### src/design/ttw_pkg.sv
// Types, constants and helper functions for the translation table walk classifier.
// No dependencies; every other file in this block but assert_macros.svh uses it.
package ttw_pkg;

   localparam int ADDR_W        = 48;
   localparam int ADDRESS_BITS  = 48;
   localparam int DESC_W        = 64;
   localparam int LEVEL_W       = 2;
   localparam int INDEX_W       = 9;
   localparam int ENTRY_SHIFT   = 3;
   localparam int PAGE_SHIFT    = 12;
   localparam int TOP_SHIFT     = 39;
   localparam int LEVEL_STRIDE  = 9;
   localparam int CSR_INDEX_W   = 2;
   localparam int CSR_DATA_W    = 48;
   localparam int GRANULE_W     = 2;
   localparam int SIZE_OFFSET_W = 6;
   localparam int FIFO_DEPTH    = 4;
   localparam int FIFO_PTR_W    = $clog2(FIFO_DEPTH);
   localparam int FIFO_CNT_W    = $clog2(FIFO_DEPTH + 1);

   localparam logic [ADDR_W-1:0] PA_MASK = (ADDRESS_BITS >= ADDR_W) ? {ADDR_W{1'b1}} :
                                           ADDR_W'((64'd1 << ADDRESS_BITS) - 64'd1);
   localparam logic [ADDR_W-1:0] BASE_MASK  = 48'hffff_ffff_fffe;
   localparam logic [ADDR_W-1:0] OA_MASK    = 48'hffff_ffff_f000;
   localparam logic [ADDR_W-1:0] WALK_LIMIT = 48'h7fff_ffff_ffff;
   localparam logic [SIZE_OFFSET_W-1:0] SIZE_OFFSET_LIMIT = 6'd25;
   localparam logic [LEVEL_W-1:0] TOP_LEVEL  = 2'd0;
   localparam logic [LEVEL_W-1:0] LAST_LEVEL = 2'd3;

   typedef enum logic [0:0] {
      CMD_START = 1'b0,
      CMD_DESC  = 1'b1
   } cmd_type;

   typedef enum logic [1:0] {
      KIND_FETCH = 2'd0,
      KIND_RANGE = 2'd1,
      KIND_ERROR = 2'd2
   } kind_type;

   typedef enum logic [1:0] {
      CLASS_UNMAPPED     = 2'd0,
      CLASS_NON_IDENTITY = 2'd1,
      CLASS_IDENTITY     = 2'd2
   } class_type;

   typedef enum logic [1:0] {
      ERR_NONE        = 2'd0,
      ERR_GRANULE     = 2'd1,
      ERR_SIZE_OFFSET = 2'd2
   } err_type;

   typedef enum logic [CSR_INDEX_W-1:0] {
      CSR_TABLE_BASE  = 2'd0,
      CSR_GRANULE     = 2'd1,
      CSR_SIZE_OFFSET = 2'd2
   } csr_index_type;

   typedef enum logic [1:0] {
      DESC_INVALID0 = 2'd0,
      DESC_BLOCK    = 2'd1,
      DESC_INVALID2 = 2'd2,
      DESC_TABLE    = 2'd3
   } desc_low_type;

   localparam logic [GRANULE_W-1:0] GRANULE_4K = 2'd0;

   typedef struct packed {
      logic [ADDR_W-1:0]        table_base;
      logic [GRANULE_W-1:0]     granule;
      logic [SIZE_OFFSET_W-1:0] size_offset;
   } cfg_type;

   typedef struct packed {
      logic              cmd;
      logic [DESC_W-1:0] descriptor;
   } item_type;

   typedef struct packed {
      kind_type          kind;
      logic [ADDR_W-1:0] fetch_address;
      logic [ADDR_W-1:0] range_start;
      logic [ADDR_W-1:0] range_end;
      class_type         range_class;
      err_type           error_code;
      logic              walk_done;
      logic              last;
   } rsp_type;

   typedef struct packed {
      logic    first_valid;
      logic    second_valid;
      rsp_type first;
      rsp_type second;
   } push_type;

   function automatic logic [INDEX_W-1:0] fetch_index(input logic [ADDR_W-1:0] addr,
                                                      input logic [LEVEL_W-1:0] level);
      logic [INDEX_W-1:0] idx;
      unique case (level)
         2'd0:    idx = addr[TOP_SHIFT +: INDEX_W];
         2'd1:    idx = addr[TOP_SHIFT - LEVEL_STRIDE +: INDEX_W];
         2'd2:    idx = addr[TOP_SHIFT - 2 * LEVEL_STRIDE +: INDEX_W];
         default: idx = addr[TOP_SHIFT - 3 * LEVEL_STRIDE +: INDEX_W];
      endcase
      return idx;
   endfunction

   function automatic logic [ADDR_W-1:0] level_step(input logic [LEVEL_W-1:0] level);
      logic [ADDR_W-1:0] step;
      unique case (level)
         2'd0:    step = ADDR_W'(1) << TOP_SHIFT;
         2'd1:    step = ADDR_W'(1) << (TOP_SHIFT - LEVEL_STRIDE);
         2'd2:    step = ADDR_W'(1) << (TOP_SHIFT - 2 * LEVEL_STRIDE);
         default: step = ADDR_W'(1) << (TOP_SHIFT - 3 * LEVEL_STRIDE);
      endcase
      return step;
   endfunction

   function automatic rsp_type make_fetch(input logic [ADDR_W-1:0] table_addr,
                                          input logic [ADDR_W-1:0] addr,
                                          input logic [LEVEL_W-1:0] level);
      rsp_type r;
      r = '0;
      r.kind = KIND_FETCH;
      r.fetch_address = table_addr +
                        ADDR_W'({fetch_index(addr, level), {ENTRY_SHIFT{1'b0}}});
      return r;
   endfunction

   function automatic rsp_type make_range(input logic [ADDR_W-1:0] start_addr,
                                          input logic [ADDR_W-1:0] end_addr,
                                          input class_type cls,
                                          input logic done);
      rsp_type r;
      r = '0;
      r.kind = KIND_RANGE;
      r.range_start = start_addr;
      r.range_end = end_addr;
      r.range_class = cls;
      r.walk_done = done;
      return r;
   endfunction

   function automatic rsp_type make_error(input err_type code);
      rsp_type r;
      r = '0;
      r.kind = KIND_ERROR;
      r.error_code = code;
      return r;
   endfunction

endpackage

### src/design/ttw_if.sv
// Valid/ready channel interfaces: request, response and register write.
// Depends on ttw_pkg for widths.
interface ttw_req_if;
   logic                      valid;
   logic                      ready;
   logic                      cmd;
   logic [ttw_pkg::DESC_W-1:0] descriptor;

   modport source (output valid, cmd, descriptor, input ready);
   modport sink (input valid, cmd, descriptor, output ready);
endinterface

interface ttw_rsp_if;
   logic                      valid;
   logic                      ready;
   logic [1:0]                kind;
   logic [ttw_pkg::ADDR_W-1:0] fetch_address;
   logic [ttw_pkg::ADDR_W-1:0] range_start;
   logic [ttw_pkg::ADDR_W-1:0] range_end;
   logic [1:0]                range_class;
   logic [1:0]                error_code;
   logic                      walk_done;
   logic                      last;

   modport source (output valid, kind, fetch_address, range_start, range_end, range_class,
                   error_code, walk_done, last, input ready);
   modport sink (input valid, kind, fetch_address, range_start, range_end, range_class,
                 error_code, walk_done, last, output ready);
endinterface

interface ttw_csr_if;
   logic                           valid;
   logic                           ready;
   logic [ttw_pkg::CSR_INDEX_W-1:0] index;
   logic [ttw_pkg::CSR_DATA_W-1:0]  data;

   modport source (output valid, index, data, input ready);
   modport sink (input valid, index, data, output ready);
endinterface

### src/design/translation_table_walk_classifier.sv
// Top level of the translation table walk classifier.
// Depends on ttw_pkg, ttw_if, ttw_csr_regs, ttw_req_stage, ttw_walk_core, ttw_rsp_fifo.
//
//   channel   dir  beat
//   req_bus   in   cmd, descriptor
//   rsp_bus   out  kind, fetch_address, range_start, range_end, range_class,
//                  error_code, walk_done, last
//   csr_bus   in   index, data (always ready)
//
// One request beat per cycle while the result queue has space; a beat is held in the input
// register and decoded combinationally into one or two response beats for the queue.
// Throughput is set by the response port: a beat that yields two records holds it for
// both records. The four-entry result queue lets requests continue while
// responses stall; requests stall once fewer than two entries are free.
// Synchronous reset clears walk state, registers and queue; no clearing pass.
module translation_table_walk_classifier (
   input  logic       clock,
   input  logic       reset,
   ttw_req_if.sink    req_bus,
   ttw_rsp_if.source  rsp_bus,
   ttw_csr_if.sink    csr_bus
);

   ttw_pkg::cfg_type  cfg;
   ttw_pkg::item_type item;
   ttw_pkg::push_type push;
   logic              item_valid;
   logic              take;
   logic              space;

   ttw_csr_regs u_csr (
      .clock   (clock),
      .reset   (reset),
      .csr_bus (csr_bus),
      .cfg     (cfg)
   );

   ttw_req_stage u_req (
      .clock      (clock),
      .reset      (reset),
      .req_bus    (req_bus),
      .take       (take),
      .item_valid (item_valid),
      .item       (item)
   );

   ttw_walk_core u_core (
      .clock      (clock),
      .reset      (reset),
      .cfg        (cfg),
      .item_valid (item_valid),
      .item       (item),
      .space      (space),
      .take       (take),
      .push       (push)
   );

   ttw_rsp_fifo u_fifo (
      .clock   (clock),
      .reset   (reset),
      .push    (push),
      .space   (space),
      .rsp_bus (rsp_bus)
   );

endmodule

### src/design/ttw_csr_regs.sv
// Configuration registers: table base, granule select, size offset.
// Depends on ttw_pkg and ttw_csr_if.
module ttw_csr_regs (
   input  logic            clock,
   input  logic            reset,
   ttw_csr_if.sink         csr_bus,
   output ttw_pkg::cfg_type cfg
);

   ttw_pkg::cfg_type cfg_ff;
   ttw_pkg::cfg_type cfg_in;

   assign csr_bus.ready = 1'b1;
   assign cfg = cfg_ff;

   always_comb begin
      cfg_in = cfg_ff;
      if (csr_bus.valid) begin
         unique case (csr_bus.index)
            ttw_pkg::CSR_TABLE_BASE:  cfg_in.table_base = csr_bus.data[ttw_pkg::ADDR_W-1:0];
            ttw_pkg::CSR_GRANULE:     cfg_in.granule = csr_bus.data[ttw_pkg::GRANULE_W-1:0];
            ttw_pkg::CSR_SIZE_OFFSET: begin
               cfg_in.size_offset = csr_bus.data[ttw_pkg::SIZE_OFFSET_W-1:0];
            end
            default: ;
         endcase
      end
   end

   always_ff @(posedge clock) begin
      if (reset) begin
         cfg_ff <= '0;
      end else begin
         cfg_ff <= cfg_in;
      end
   end

endmodule

### src/design/ttw_req_stage.sv
// Input register for request beats.
// Depends on ttw_pkg and ttw_req_if.
module ttw_req_stage (
   input  logic              clock,
   input  logic              reset,
   ttw_req_if.sink           req_bus,
   input  logic              take,
   output logic              item_valid,
   output ttw_pkg::item_type item
);

   logic              valid_ff;
   logic              valid_in;
   ttw_pkg::item_type item_ff;
   logic              accept;

   assign req_bus.ready = !valid_ff || take;
   assign accept = req_bus.valid && req_bus.ready;
   assign item_valid = valid_ff;
   assign item = item_ff;

   always_comb begin
      valid_in = valid_ff;
      if (accept) begin
         valid_in = 1'b1;
      end else if (take) begin
         valid_in = 1'b0;
      end
   end

   always_ff @(posedge clock) begin
      if (reset) begin
         valid_ff <= 1'b0;
      end else begin
         valid_ff <= valid_in;
      end
   end

   always_ff @(posedge clock) begin
      if (accept) begin
         item_ff.cmd <= req_bus.cmd;
         item_ff.descriptor <= req_bus.descriptor;
      end
   end

endmodule

### src/design/ttw_walk_core.sv
// Walk state and per-beat decode: fetch, descend, classify, merge runs, report config errors.
// Depends on ttw_pkg.
module ttw_walk_core (
   input  logic              clock,
   input  logic              reset,
   input  ttw_pkg::cfg_type  cfg,
   input  logic              item_valid,
   input  ttw_pkg::item_type item,
   input  logic              space,
   output logic              take,
   output ttw_pkg::push_type push
);

   logic [ttw_pkg::ADDR_W-1:0]  addr_ff, addr_in;
   logic [ttw_pkg::LEVEL_W-1:0] level_ff, level_in;
   logic [ttw_pkg::ADDR_W-1:0]  table_ff, table_in;
   logic [ttw_pkg::ADDR_W-1:0]  run_start_ff, run_start_in;
   ttw_pkg::class_type          run_class_ff, run_class_in;
   logic                        walking_ff, walking_in;

   logic [ttw_pkg::ADDR_W-1:0]  base;
   logic [ttw_pkg::ADDR_W-1:0]  step;
   logic [ttw_pkg::ADDR_W-1:0]  next_addr;
   logic [ttw_pkg::ADDR_W-1:0]  new_table;
   logic [ttw_pkg::ADDR_W-1:0]  run_start_new;
   logic [1:0]                  desc_low;
   logic                        descend;
   logic                        ident;
   logic                        changed;
   ttw_pkg::class_type          cls;
   ttw_pkg::rsp_type            tail;

   assign take = item_valid && space;

   always_comb begin
      base = cfg.table_base & ttw_pkg::BASE_MASK & ttw_pkg::PA_MASK;
      step = ttw_pkg::level_step(level_ff);
      next_addr = (addr_ff & ~(step - ttw_pkg::ADDR_W'(1))) + step;
      new_table = item.descriptor[ttw_pkg::ADDR_W-1:0] & ttw_pkg::OA_MASK & ttw_pkg::PA_MASK;
      desc_low = item.descriptor[1:0];
      descend = (desc_low == ttw_pkg::DESC_TABLE) && (level_ff != ttw_pkg::LAST_LEVEL);
      ident = item.descriptor[ttw_pkg::ADDR_W-1:ttw_pkg::PAGE_SHIFT] ==
              addr_ff[ttw_pkg::ADDR_W-1:ttw_pkg::PAGE_SHIFT];
      if ((desc_low == ttw_pkg::DESC_INVALID0) || (desc_low == ttw_pkg::DESC_INVALID2)) begin
         cls = ttw_pkg::CLASS_UNMAPPED;
      end else if (ident) begin
         cls = ttw_pkg::CLASS_IDENTITY;
      end else begin
         cls = ttw_pkg::CLASS_NON_IDENTITY;
      end
      changed = cls != run_class_ff;
      run_start_new = changed ? addr_ff : run_start_ff;
      if (next_addr >= ttw_pkg::WALK_LIMIT) begin
         tail = ttw_pkg::make_range(run_start_new, next_addr, cls, 1'b1);
      end else begin
         tail = ttw_pkg::make_fetch(base, next_addr, ttw_pkg::TOP_LEVEL);
      end
      tail.last = 1'b1;
   end

   always_comb begin
      addr_in = addr_ff;
      level_in = level_ff;
      table_in = table_ff;
      run_start_in = run_start_ff;
      run_class_in = run_class_ff;
      walking_in = walking_ff;
      push = '0;
      if (take) begin
         if (item.cmd == ttw_pkg::CMD_START) begin
            push.first_valid = 1'b1;
            if (cfg.granule != ttw_pkg::GRANULE_4K) begin
               walking_in = 1'b0;
               push.first = ttw_pkg::make_error(ttw_pkg::ERR_GRANULE);
            end else if (cfg.size_offset >= ttw_pkg::SIZE_OFFSET_LIMIT) begin
               walking_in = 1'b0;
               push.first = ttw_pkg::make_error(ttw_pkg::ERR_SIZE_OFFSET);
            end else begin
               walking_in = 1'b1;
               addr_in = '0;
               level_in = ttw_pkg::TOP_LEVEL;
               table_in = base;
               run_start_in = '0;
               run_class_in = ttw_pkg::CLASS_UNMAPPED;
               push.first = ttw_pkg::make_fetch(base, '0, ttw_pkg::TOP_LEVEL);
            end
            push.first.last = 1'b1;
         end else if (walking_ff) begin
            push.first_valid = 1'b1;
            if (descend) begin
               table_in = new_table;
               level_in = level_ff + ttw_pkg::LEVEL_W'(1);
               push.first = ttw_pkg::make_fetch(new_table, addr_ff,
                                                level_ff + ttw_pkg::LEVEL_W'(1));
               push.first.last = 1'b1;
            end else begin
               run_class_in = cls;
               run_start_in = run_start_new;
               addr_in = next_addr;
               level_in = ttw_pkg::TOP_LEVEL;
               table_in = base;
               walking_in = next_addr < ttw_pkg::WALK_LIMIT;
               // no record for a class change at address zero
               if (changed && (addr_ff != '0)) begin
                  push.first = ttw_pkg::make_range(run_start_ff, addr_ff, run_class_ff, 1'b0);
                  push.second_valid = 1'b1;
                  push.second = tail;
               end else begin
                  push.first = tail;
               end
            end
         end
      end
   end

   always_ff @(posedge clock) begin
      if (reset) begin
         addr_ff <= '0;
         level_ff <= ttw_pkg::TOP_LEVEL;
         table_ff <= '0;
         run_start_ff <= '0;
         run_class_ff <= ttw_pkg::CLASS_UNMAPPED;
         walking_ff <= 1'b0;
      end else begin
         addr_ff <= addr_in;
         level_ff <= level_in;
         table_ff <= table_in;
         run_start_ff <= run_start_in;
         run_class_ff <= run_class_in;
         walking_ff <= walking_in;
      end
   end

endmodule

### src/design/ttw_rsp_fifo.sv
// Result queue: takes up to two beats a cycle, drives the response channel.
// Depends on ttw_pkg and ttw_rsp_if.
module ttw_rsp_fifo (
   input  logic              clock,
   input  logic              reset,
   input  ttw_pkg::push_type push,
   output logic              space,
   ttw_rsp_if.source         rsp_bus
);

   ttw_pkg::rsp_type                entry_ff [ttw_pkg::FIFO_DEPTH];
   logic [ttw_pkg::FIFO_PTR_W-1:0]  wr_ptr_ff, wr_ptr_in;
   logic [ttw_pkg::FIFO_PTR_W-1:0]  rd_ptr_ff, rd_ptr_in;
   logic [ttw_pkg::FIFO_CNT_W-1:0]  count_ff, count_in;
   logic [ttw_pkg::FIFO_PTR_W-1:0]  wr_ptr_next;
   logic [ttw_pkg::FIFO_CNT_W-1:0]  push_count;
   logic                            pop;
   ttw_pkg::rsp_type                head;

   assign space = count_ff <= ttw_pkg::FIFO_CNT_W'(ttw_pkg::FIFO_DEPTH - 2);
   assign pop = rsp_bus.valid && rsp_bus.ready;
   assign wr_ptr_next = wr_ptr_ff + ttw_pkg::FIFO_PTR_W'(1);
   assign push_count = ttw_pkg::FIFO_CNT_W'(push.first_valid) +
                       ttw_pkg::FIFO_CNT_W'(push.second_valid);
   assign head = entry_ff[rd_ptr_ff];

   assign rsp_bus.valid = count_ff != '0;
   assign rsp_bus.kind = head.kind;
   assign rsp_bus.fetch_address = head.fetch_address;
   assign rsp_bus.range_start = head.range_start;
   assign rsp_bus.range_end = head.range_end;
   assign rsp_bus.range_class = head.range_class;
   assign rsp_bus.error_code = head.error_code;
   assign rsp_bus.walk_done = head.walk_done;
   assign rsp_bus.last = head.last;

   always_comb begin
      wr_ptr_in = wr_ptr_ff + ttw_pkg::FIFO_PTR_W'(push_count);
      rd_ptr_in = pop ? rd_ptr_ff + ttw_pkg::FIFO_PTR_W'(1) : rd_ptr_ff;
      count_in = count_ff + push_count - ttw_pkg::FIFO_CNT_W'(pop);
   end

   always_ff @(posedge clock) begin
      if (reset) begin
         wr_ptr_ff <= '0;
         rd_ptr_ff <= '0;
         count_ff <= '0;
      end else begin
         wr_ptr_ff <= wr_ptr_in;
         rd_ptr_ff <= rd_ptr_in;
         count_ff <= count_in;
      end
   end

   always_ff @(posedge clock) begin
      if (push.first_valid) begin
         entry_ff[wr_ptr_ff] <= push.first;
      end
      if (push.second_valid) begin
         entry_ff[wr_ptr_next] <= push.second;
      end
   end

endmodule

### src/flat_wrapper.sv
// flat-port wrapper written by rule: the top's interface ports become plain ports
module translation_table_walk_classifier_flat 
  (clock, reset, req_bus_valid, req_bus_cmd, req_bus_descriptor, req_bus_ready, rsp_bus_valid, rsp_bus_kind, rsp_bus_fetch_address, rsp_bus_range_start, rsp_bus_range_end, rsp_bus_range_class, rsp_bus_error_code, rsp_bus_walk_done, rsp_bus_last, rsp_bus_ready, csr_bus_valid, csr_bus_index, csr_bus_data, csr_bus_ready);
  ttw_req_if req_bus_i ();
  ttw_rsp_if rsp_bus_i ();
  ttw_csr_if csr_bus_i ();
  input  logic clock;
  input  logic reset;
  input wire logic [$bits(req_bus_i.valid)-1:0] req_bus_valid;
  input wire logic [$bits(req_bus_i.cmd)-1:0] req_bus_cmd;
  input wire logic [$bits(req_bus_i.descriptor)-1:0] req_bus_descriptor;
  output wire logic [$bits(req_bus_i.ready)-1:0] req_bus_ready;
  output wire logic [$bits(rsp_bus_i.valid)-1:0] rsp_bus_valid;
  output wire logic [$bits(rsp_bus_i.kind)-1:0] rsp_bus_kind;
  output wire logic [$bits(rsp_bus_i.fetch_address)-1:0] rsp_bus_fetch_address;
  output wire logic [$bits(rsp_bus_i.range_start)-1:0] rsp_bus_range_start;
  output wire logic [$bits(rsp_bus_i.range_end)-1:0] rsp_bus_range_end;
  output wire logic [$bits(rsp_bus_i.range_class)-1:0] rsp_bus_range_class;
  output wire logic [$bits(rsp_bus_i.error_code)-1:0] rsp_bus_error_code;
  output wire logic [$bits(rsp_bus_i.walk_done)-1:0] rsp_bus_walk_done;
  output wire logic [$bits(rsp_bus_i.last)-1:0] rsp_bus_last;
  input wire logic [$bits(rsp_bus_i.ready)-1:0] rsp_bus_ready;
  input wire logic [$bits(csr_bus_i.valid)-1:0] csr_bus_valid;
  input wire logic [$bits(csr_bus_i.index)-1:0] csr_bus_index;
  input wire logic [$bits(csr_bus_i.data)-1:0] csr_bus_data;
  output wire logic [$bits(csr_bus_i.ready)-1:0] csr_bus_ready;
  assign req_bus_i.valid = req_bus_valid;
  assign req_bus_i.cmd = req_bus_cmd;
  assign req_bus_i.descriptor = req_bus_descriptor;
  assign req_bus_ready = req_bus_i.ready;
  assign rsp_bus_valid = rsp_bus_i.valid;
  assign rsp_bus_kind = rsp_bus_i.kind;
  assign rsp_bus_fetch_address = rsp_bus_i.fetch_address;
  assign rsp_bus_range_start = rsp_bus_i.range_start;
  assign rsp_bus_range_end = rsp_bus_i.range_end;
  assign rsp_bus_range_class = rsp_bus_i.range_class;
  assign rsp_bus_error_code = rsp_bus_i.error_code;
  assign rsp_bus_walk_done = rsp_bus_i.walk_done;
  assign rsp_bus_last = rsp_bus_i.last;
  assign rsp_bus_i.ready = rsp_bus_ready;
  assign csr_bus_i.valid = csr_bus_valid;
  assign csr_bus_i.index = csr_bus_index;
  assign csr_bus_i.data = csr_bus_data;
  assign csr_bus_ready = csr_bus_i.ready;
  translation_table_walk_classifier u_core (.clock(clock), .reset(reset), .req_bus(req_bus_i), .rsp_bus(rsp_bus_i), .csr_bus(csr_bus_i));
endmodule
### config.mk
export PLATFORM = sky130hd
export DESIGN_NAME = translation_table_walk_classifier_flat
export DESIGN_NICKNAME = d
export VERILOG_FILES = /design/src/design/ttw_pkg.sv /design/src/design/ttw_if.sv /design/src/design/translation_table_walk_classifier.sv /design/src/design/ttw_csr_regs.sv /design/src/design/ttw_req_stage.sv /design/src/design/ttw_walk_core.sv /design/src/design/ttw_rsp_fifo.sv /design/src/flat_wrapper.sv
export SDC_FILE = /design/constraint.sdc
export NUM_CORES = 1
export LEC_CHECK = 0
export ABC_AREA = 1
export ABC_CLOCK_PERIOD_IN_PS = 6920
export BUFFER_PORTS_ARGS = -buffer_cell sky130_fd_sc_hd__buf_2
export CAP_MARGIN = 10
export CORE_MARGIN = 8
export CORE_UTILIZATION = 44
export CTS_CLUSTER_DIAMETER = 80
export DETAILED_ROUTE_END_ITERATION = 7
export GPL_TIMING_DRIVEN = 0
export SLEW_MARGIN = 40
export SYNTH_ARGS = -nofsm -noshare
export SYNTH_HDL_FRONTEND = slang
export SYNTH_SLANG_ARGS = --single-unit
### constraint.sdc
create_clock -name clock -period 6.92 [get_ports clock]
set_clock_uncertainty 0.2 [all_clocks]
set_input_delay 1.038 -clock clock [delete_from_list [all_inputs] [get_ports clock]]
set_output_delay 1.038 -clock clock [all_outputs]
set_load 0.01 [all_outputs]
==> impl_metrics.py <==
metrics = {
    "placement": {
        "gp_congestion": 1.02,
        "place_inst": 6373,
        "place_area_um2": 43200,
        "io_buffers": 234,
        "dp_hpwl_mm": 127,
        "dp_slack_ns": 0.300,
    },
    "cts": {
        "cts_buffers": 85,
        "clock-sinks": 749,
        "cts-root-buf": "clkbuf_16",
        "clk_latency_ns": 0.66,
        "clockBufferDepth": 3,
        "tritoncts": "built",
        "htreeDepth": 3,
        "clkTransAtPathRegs_ns": 0.06,
    },
    "sta": {
        "period_share_pct": 91.6,
        "worst_pin_slew_ns": 0.983,
        "tns_ns": 0,
        "fmax_mhz": 158,
        "drv_slew": 0,
        "slew_headroom_pct": 34.4,
        "period_needed_ns": 6.34,
        "finalHoldViolCount": 0,
        "grt_setup_unrepaired": "false",
        "setup_viol": 0,
        "worst_slack_ns": 0.582,
    },
    "detailed_routing": {
        "vias_per_cell": 5.80,
        "firstDrtPassIters": 6,
        "wire_per_inst_um": 26.1,
        "drtAntennaViolNets": 0,
        "vias": 37900,
        "drt_iter0_markers": 5205,
        "wirelength_mm": 170,
        "drcViolationCount": 0,
    },
    "logic_synthesis": {
        "synth_edf_count": 583,
        "ys.flop_type": "edfxtp_1",
        "netlist_top_cells_area": "edfxtp_1 (44%), nand2_1 (14%), dfxtp_1 (8.3%)",
        "yosysSeqAreaShare_pct": 52.1,
        "syn_inst": 4928,
        "synth.avg_cell_area_um2": 8.11,
        "yosysUniqueCellTypes": 47,
        "synth_top_area_cell": "edfxtp_1",
        "async_flop_share_pct": 0,
        "syn-cell-area_um2": 40000,
        "synth_top_area_share_pct": 43.8,
        "yosys_warnings": 0,
        "yosys_register_bits": 749,
    },
    "final_layout": {
        "final_layout_size_suffix_gt1_share_pct": 12.6,
        "postLayoutCoreUtil_pct": 51.2,
        "final_common_cell": "nand2_1",
        "postLayoutCellArea_um2": 46000,
        "synthToLayoutAreaGrowth_pct": 15.2,
        "layoutNonFillerInstCount": 6531,
        "nets": 5429,
        "final_cell_mix": "nand2_1 (1469), edfxtp_1 (583), nor2_1 (576), o21ai_0 (567), buf_2 (282)",
    },
    "die": {
        "ios": 275,
        "die_w_um": 317,
        "fp.dieArea_um2": 101000,
        "core_um2": 90000,
        "row_count": 110,
        "start_util_pct": 44.4,
        "die_y_um": 317,
    },
    "setup_path": {
        "cp_slowest_stage_delay_ns": 0.64,
        "critPathKind": "flip-flop to flip-flop",
        "end_kind": "flip-flop",
        "cpMostUsedCell": "nand2_1",
        "crit_slowest_cell": "o21ai_0",
        "crit_arrival_ns": 6.66,
        "required_ns": 7.24,
        "path_max_fanout": 10,
        "cp-start-kind": "flip-flop",
    },
    "grt": {
        "grt_use_total_pct": 32.4,
        "grt_pass1_wl_mm": 245,
        "grt-ovfl-total": 0,
        "antenna_found_initial": 14,
        "grt_pass1_vias": 35700,
        "grt_max_degree": 38,
    },
    "power_and_ir_drop": {
        "p_comb_share_pct": 20.4,
        "p_sw_share_pct": 31.6,
        "p_int_mw": 8.27,
        "p_switching_mw": 3.82,
        "ir_worst_vdd_mv": 0.203,
        "clock_power_share_pct": 37.8,
        "p_leak_nw": 17.6,
        "powerDensity_nw_per_um2": 263,
        "seq_power_share_pct": 41.8,
    },
    "flow_run": {
        "drv_cap": 0,
    },
    "min_path": {
        "hold_path.class": "flip-flop to flip-flop",
    },
    "status": {
        "status": "finished clean",
    },
}
==> layer usage <==
| metal | up-vias | track usage (%) | part of all wire [%] |
|---|---|---|---|
| met4 | 17 | 14.0 | 4.5 |
| met3 | 355 | 7.55 | 11 |
| met5 | - | 0 | 0.10 |
| met1 | 17900 | 44.4 | 41 |
| met2 | 2167 | 48.7 | 43 |
| li1 | 17400 | - | - |
==> through the flow <==
stage	hold WS (ns)	total power, mW
after detailed placement	0.234	7.60
final	0.242	12.1
after global placement	0.231	7.58
after CTS	0.243	12.1
after global routing	0.254	12.5
after floorplan	0.223	6.37
==> cells by family (layout without fill, tap and decap cells) <==
| logic type | Yosys count | count (layout) | synth area share [%] |
|---|---|---|---|
| xor+xnor | 75 | 75 | 1.64 |
| fa+ha+maj | 25 | 25 | 0.820 |
| buf+inv | 566 | 979 | 5.87 |
| compound gates | 1085 | 1085 | 15.1 |
| other cells | 2 | 16 | 0.0188 |
| flops | 749 | 749 | 52.1 |
| simple gates | 2426 | 2426 | 24.5 |
==> repair_timing <==
| item | CTS | global route |
|---|---|---|
| setup endpoints to repair | 0 | 25 |
| resized for setup | 0 | 4 |
| hold buffers | 0 | 0 |
| buffers inserted | 0 | 0 |
==> area by class of cell <==
type	instances	area, um2
Sequential cell	749	20800
Multi-Input combinational cell	3625	17000
Inverter	250	938
Antenna cell	2	5.00
Clock buffer	110	2280
Clock inverter	46	490
Buffer	316	1440
Tap cell	1176	1470
Timing Repair Buffer	257	1620
Fill cell	8767	44000
==> sequential cells by signal, indices dropped and copies added (netlist names), named ones only <==
name,cells
u_core.u_csr.cfg,55
u_core.u_core.level_ff,2
u_core.u_fifo.count_ff,3
u_core.u_req.item,39
u_core.u_req.item_valid,1
u_core.u_core.run_class_ff,2
u_core.u_core.walking_ff,1
u_core.u_fifo.entry_ff,556
u_core.u_fifo.wr_ptr_ff,2
u_core.u_core.run_start_ff,48
u_core.u_fifo.rd_ptr_ff,2
u_core.u_core.addr_ff,36
==> power groups by stage <==
stage          logic [mW]  registers, mW  clock network [mW]
6_report             2.47           5.05                4.57
4_1_cts              2.47           5.05                4.58
3_5_place_dp         2.46           5.14                   0
3_3_place_gp         2.40           5.17                   0
2_1_floorplan        1.26           5.11                   0
5_1_grt              2.64           5.06                4.75
==> cell usage after synthesis (2+ instances only) <==
master / instances
nand3_1: 253
fa_1: 2
xor2_1: 41
o21bai_1: 2
o211ai_1: 2
inv_2: 34
buf_6: 8
a21oi_1: 73
ha_1: 23
dfxtp_1: 166
nor2_2: 17
nand3b_1: 3
nor3_1: 28
a31oi_1: 13
nor4_1: 5
nand2_4: 6
buf_4: 28
o221ai_1: 9
inv_1: 210
xnor2_1: 34
nand3_2: 4
nand2_2: 13
o21ai_0: 571
o22ai_1: 182
or2_2: 8
nor2_4: 3
conb_1: 2
o32ai_1: 4
clkinv_1: 6
edfxtp_1: 583
nor3_2: 2
o21ai_2: 78
buf_1: 50
nand4_1: 29
o21ai_1: 148
clkbuf_1: 184
nand2_1: 1473
nor2_1: 578
buf_2: 45
==> worst max-delay path, delay by kind of cell (launching register included) <==
family / cells / cell delay [ns]
adder cells (fa/ha/maj): 3 / 0.72
flip-flops: 1 / 0.45
AO/OA/AOI/OAI: 4 / 1.41
AND/OR/NAND/NOR: 16 / 2.29
buffers and inverters: 4 / 0.45
XOR/XNOR: 2 / 0.68
==> worst paths after layout <==
path | from | to | slack [ns] | cells after the start
worst min register to register | u_core.u_core.run_start_ff[11] | u_core.u_core.run_start_ff[11] | 0.24 | 2
worst max-delay path | u_core.u_core.level_ff[0] | u_core.u_fifo.entry_ff[0][127] | 0.58 | 29
worst min-delay path | u_core.u_core.run_start_ff[11] | u_core.u_core.run_start_ff[11] | 0.24 | 2
worst max register to register | u_core.u_core.level_ff[0] | u_core.u_fifo.entry_ff[0][127] | 0.58 | 29
Power figures use the tool's default switching activity.
